**src/hdl/dfs_cc_pkg.sv**
```systemverilog
// ----------------------------------------------------------------------------
// dfs_cc_pkg
// Shared types and constants of the depth-first connected components unit.
// ----------------------------------------------------------------------------
`default_nettype none

package dfs_cc_pkg;

	// Default sizes of the graph store.
	localparam int MAX_VERTICES_DEF = 64;
	localparam int MAX_EDGES_DEF    = 256;

	// Fixed field widths of the stream payloads.
	localparam int ACTION_W   = 2;
	localparam int VERTEX_W   = 6;
	localparam int COUNT_W    = 7;
	localparam int S_TDATA_W  = 24;
	localparam int M_TDATA_W  = 16;

	// Action codes carried in the input tuser.
	typedef enum logic [ACTION_W-1:0] {
		ACT_CLEAR = 2'd0,
		ACT_ADD   = 2'd1,
		ACT_RUN   = 2'd2
	} act_t;

	// Requests from the traversal engine to the result buffer.
	typedef struct packed {
		logic                emit;
		logic                mark_end;
		logic                finish;
		logic [VERTEX_W-1:0] vertex;
		logic [VERTEX_W-1:0] comp;
	} emit_req_t;

	// Status of the result buffer seen by the traversal engine.
	typedef struct packed {
		logic take_ok;
		logic flush_ok;
	} emit_stat_t;

endpackage

`default_nettype wire

```
**src/hdl/dfs_cc_emit.sv**
```systemverilog
// ----------------------------------------------------------------------------
// dfs_cc_emit
// Result buffer: holds the newest vertex until its end flags are known, then
// moves it into the output register of the master stream.
// ----------------------------------------------------------------------------
`default_nettype none

module dfs_cc_emit import dfs_cc_pkg::*; (
	input  wire logic                clk,
	input  wire logic                arst_n,
	input  wire emit_req_t           req,
	output      emit_stat_t          stat,
	output      logic                m_valid,
	input  wire logic                m_ready,
	output      logic [VERTEX_W-1:0] m_vertex,
	output      logic [VERTEX_W-1:0] m_comp,
	output      logic                m_lastc,
	output      logic                m_last
);

	logic                pend_v_q;
	logic [VERTEX_W-1:0] pend_vertex_q;
	logic [VERTEX_W-1:0] pend_comp_q;
	logic                pend_lastc_q;
	logic                out_v_q;
	logic [VERTEX_W-1:0] out_vertex_q;
	logic [VERTEX_W-1:0] out_comp_q;
	logic                out_lastc_q;
	logic                out_last_q;
	logic                can_move;
	logic                push;

	// The held vertex may move once the output register is free or draining.
	assign can_move      = pend_v_q && (!out_v_q || m_ready);
	assign push          = can_move && (req.emit || req.finish);
	assign stat.take_ok  = !pend_v_q || can_move;
	assign stat.flush_ok = !pend_v_q || can_move;

	// Valid flags of the two stages.
	always_ff @(posedge clk or negedge arst_n) begin
		if (!arst_n) begin
			pend_v_q <= 1'b0;
			out_v_q  <= 1'b0;
		end else begin
			if (push) begin
				out_v_q <= 1'b1;
			end else if (m_ready) begin
				out_v_q <= 1'b0;
			end
			if (req.emit) begin
				pend_v_q <= 1'b1;
			end else if (push) begin
				pend_v_q <= 1'b0;
			end
		end
	end

	// Payload of the two stages.
	always_ff @(posedge clk) begin
		if (push) begin
			out_vertex_q <= pend_vertex_q;
			out_comp_q   <= pend_comp_q;
			out_lastc_q  <= pend_lastc_q;
			out_last_q   <= req.finish;
		end
		if (req.emit) begin
			pend_vertex_q <= req.vertex;
			pend_comp_q   <= req.comp;
			pend_lastc_q  <= 1'b0;
		end else if (req.mark_end) begin
			pend_lastc_q <= 1'b1;
		end
	end

	assign m_valid  = out_v_q;
	assign m_vertex = out_vertex_q;
	assign m_comp   = out_comp_q;
	assign m_lastc  = out_lastc_q;
	assign m_last   = out_last_q;

endmodule

`default_nettype wire

```
**config.mk**
```make
export PLATFORM = sky130hd
export DESIGN_NAME = dfs_cc_emit
export DESIGN_NICKNAME = d
export VERILOG_FILES = /design/src/hdl/dfs_cc_pkg.sv /design/src/hdl/dfs_cc_emit.sv
export SDC_FILE = /design/constraint.sdc
export NUM_CORES = 1
export LEC_CHECK = 0
export CAP_MARGIN = 25
export CORE_MARGIN = 4
export CORE_UTILIZATION = 41
export DETAILED_ROUTE_END_ITERATION = 6
export DONT_BUFFER_PORTS = 1
export PLACE_DENSITY = 0.64
export SYNTH_ARGS = -nofsm -noshare
export SYNTH_HDL_FRONTEND = slang
export SYNTH_SLANG_ARGS = --single-unit
```
**constraint.sdc**
```tcl
create_clock -name clk -period 3.6 [get_ports clk]
set_clock_uncertainty 0.1 [all_clocks]
set_input_delay 0.18 -clock clk [delete_from_list [all_inputs] [get_ports clk]]
set_output_delay 0.18 -clock clk [all_outputs]
set_load 0.01 [all_outputs]
```
==> summary.txt <==
Run status
  • Status: complete, no violations

Worst setup path
  • CP cell instances: dlygate4sd3_1, o21ai_0, nor2_1, buf_4
  • RR Startpoint: m_valid$_DFFE_PN0P_
  • WS Path Type: input port to flop
  • CP peak stage delay: 940 ps
  • CP max-delay cell: dlygate4sd3_1
  • Setup crit end kind: flop
  • Worst R2R Path Depth: 3
  • CP arrival: 1860 ps
  • Worst setup path endpoint: m_comp[5]$_DFFE_PP_
  • WP data required: 3510 ps
  • Critical path fanouts, max: 16
  • Critical path buffer and inverter count: 2
  • CP top delay family: buffers and inverters
  • Startpoint types: input port
  • FF-to-FF setup slack: 2080 ps
  • Worst R2R End: m_comp[5]$_DFFE_PP_
  • Number of cells on the critical path: 4
  • Origin of the worst setup path: req[14]

Drt
  • ANT nets after route: 0
  • Wire per inst: 14.7 µm
  • Via count: 433
  • Number of DRC markers in iteration 0: 9
  • 1st-pass router iterations: 2
  • Final Routed Wirelength: 1390 µm
  • Drt drc: 0
  • Via density: 4.56

Pwr
  • Power Density: 559 mW/mm²
  • Power Total: 672 µW
  • Leakage: 0.000432 µW
  • Peak supply drop: 0.330 mV

Clock network
  • Clk buf depth: 2
  • Sinks on Clock Net: 29
  • H-tree depth: 2
  • CTS tree: yes
  • CTS resizes: 0
  • Clock latency on the worst-skew pair: 310 ps
  • TritonCTS buffer count: 5
  • Clock slew at reported path FFs: 90 ps
  • Root Driver: clkbuf_4

Global route
  • Initial antenna violation count: 0
  • GRT overflow: 0
  • Largest net degree at the start of global routing: 17
  • First-pass GRT wire length: 2040 µm
  • GRT Total Usage: 11.1%
  • Vias in the first global route: 476

Place
  • Buffers on Ports: 0
  • Routability Congestion: 0.603
  • Placed insts: 67

Cells and area
  • Final nets: 85
  • Fill cells: 168
  • Core Util, Final: 58.9%
  • Layout Cells excl Fill: 95
  • Share of cells above drive strength 1: 13.2%
  • # diodes: 0
  • Area delta synth->final: 32.4%

STA
  • Slew @ Worst Pin: 627 ps
  • Hold_ws: 227 ps
  • Slew Limit Fails: 0
  • # setup viols final: 0
  • Final hold vios: 0
  • RSZ-0062 raised after global routing: no
  • Fin Setup TNS: 0 ps
  • Max Freq: 0.513 GHz
  • Fin crit share: 54.1%
  • Max_slew headroom: 58.1%
  • Final min period: 1950 ps

Logic synthesis
  • Top-count cell post-synth: edfxtp_1
  • Synthesis Warnings: 0
  • Most frequent cells after synthesis: edfxtp_1, nor2_1, dfrtp_1, nand2_1
  • Post-synth EDFFs: 26
  • Library cells used by synthesis: 11
  • Mapped Avg Cell Area: 22.2 µm²
  • Gate Count Post-Synth: 41
  • Sequential cell area fraction in the yosys report: 93.7%
  • Synth area leader: edfxtp_1
  • Ys async rst share: 6.90%
  • Mapped Area: 908 µm²
  • Yosys top cell area share: 86.0%
  • Flops & latches, synth: 29
  • Ys flop type: edfxtp_1
  • Area contributors post-synth: edfxtp_1, dfrtp_1, dfxtp_1, nor2_1, buf_4
  • Syn_nets: 59

Floorplanning
  • I/O pin count: 35
  • Initial Util: 44.5%
  • Row count: 16
  • Core area: 0.00204 mm²
  • Die area: 0.00303 mm²
  • Die Span Y: 55.1 µm
  • Die Span X: 55.1 µm

Flow run
  • Max cap viols: 0

Hold path
  • Hold Crit Class: input port to flop
placed cells by master (no fill, tap or decap):
cell type / instances
inv_1: 1
edfxtp_1: 26
nor2_1: 4
clkbuf_8: 2
a31oi_1: 1
nor2b_1: 1
dfrtp_1: 2
o21ai_0: 1
nand2b_1: 1
buf_4: 1
clkbuf_4: 5
clkinv_2: 1
nand2_1: 2
dfxtp_1: 1
dlygate4sd3_1: 19
through the flow:
stage | setup WS, ps | cell area, µm²
3_3_place_gp | 1700 | 935
2_1_floorplan | 1930 | 908
6_report | 1650 | 1200
4_1_cts | 1130 | 1190
3_5_place_dp | 1660 | 935
5_1_grt | 1590 | 1200
routing by layer:
layer | vias to the layer above | track usage [%] | part of all wire, %
met2 | 23 | 20.1 | 56
met4 | 0 | 4.86 | 0
met1 | 207 | 8.20 | 36
met3 | 0 | 8.58 | 8.0
li1 | 203 | - | -
met5 | - | 0 | 0
area by class of cell:
class	count	area (µm²)	share of cell area, %
clock buffers	7	65.1	5.41
repair buffers	20	198	16.4
multi-input cells	10	46.3	3.85
well taps	27	33.8	2.81
inverters	1	3.75	0.312
flip-flops and latches	29	851	70.8
clock inverters	1	5.00	0.416
cell families after synthesis:
family / count (synthesis) / share of synthesized area [%]
flops: 29 / 93.7
simple gates: 8 / 3.86
compound gates: 2 / 1.24
buf+inv: 2 / 1.24
sequential cells by signal (all words and copies together), names as in the netlist:
name	flops
m_comp	6
pend_vertex_q	6
pend_comp_q	6
m_valid	1
m_lastc	1
pend_v_q	1
pend_lastc_q	1
m_last	1
m_vertex	6
where the power goes:
part | switching, µW | total, µW | internal (µW)
Clock | 98.8 | 212 | 113
Sequential | 18.6 | 422 | 403
Combinational | 19.0 | 38.5 | 19.5
Total | 136 | 672 | 536
worst min-delay path by stage:
stage,from,endpoint,cells past startpoint
floorplan,arst_n,m_valid$_DFFE_PN0P_,0
global placement,arst_n,pend_v_q$_DFFE_PN0P_,0
detailed placement,arst_n,m_valid$_DFFE_PN0P_,0
CTS,pend_comp_q[1]$_DFFE_PP_,m_comp[1]$_DFFE_PP_,0
global route,m_ready,m_comp[0]$_DFFE_PP_,2
finish,m_ready,m_comp[0]$_DFFE_PP_,2
what timing repair did:
action / 4_1_cts / 5_1_grt
buffers inserted: 0 / 0
hold buffers: 19 / 0
endpoints found under the hold margin: 30 / 0
Power figures use the tool's default switching activity.
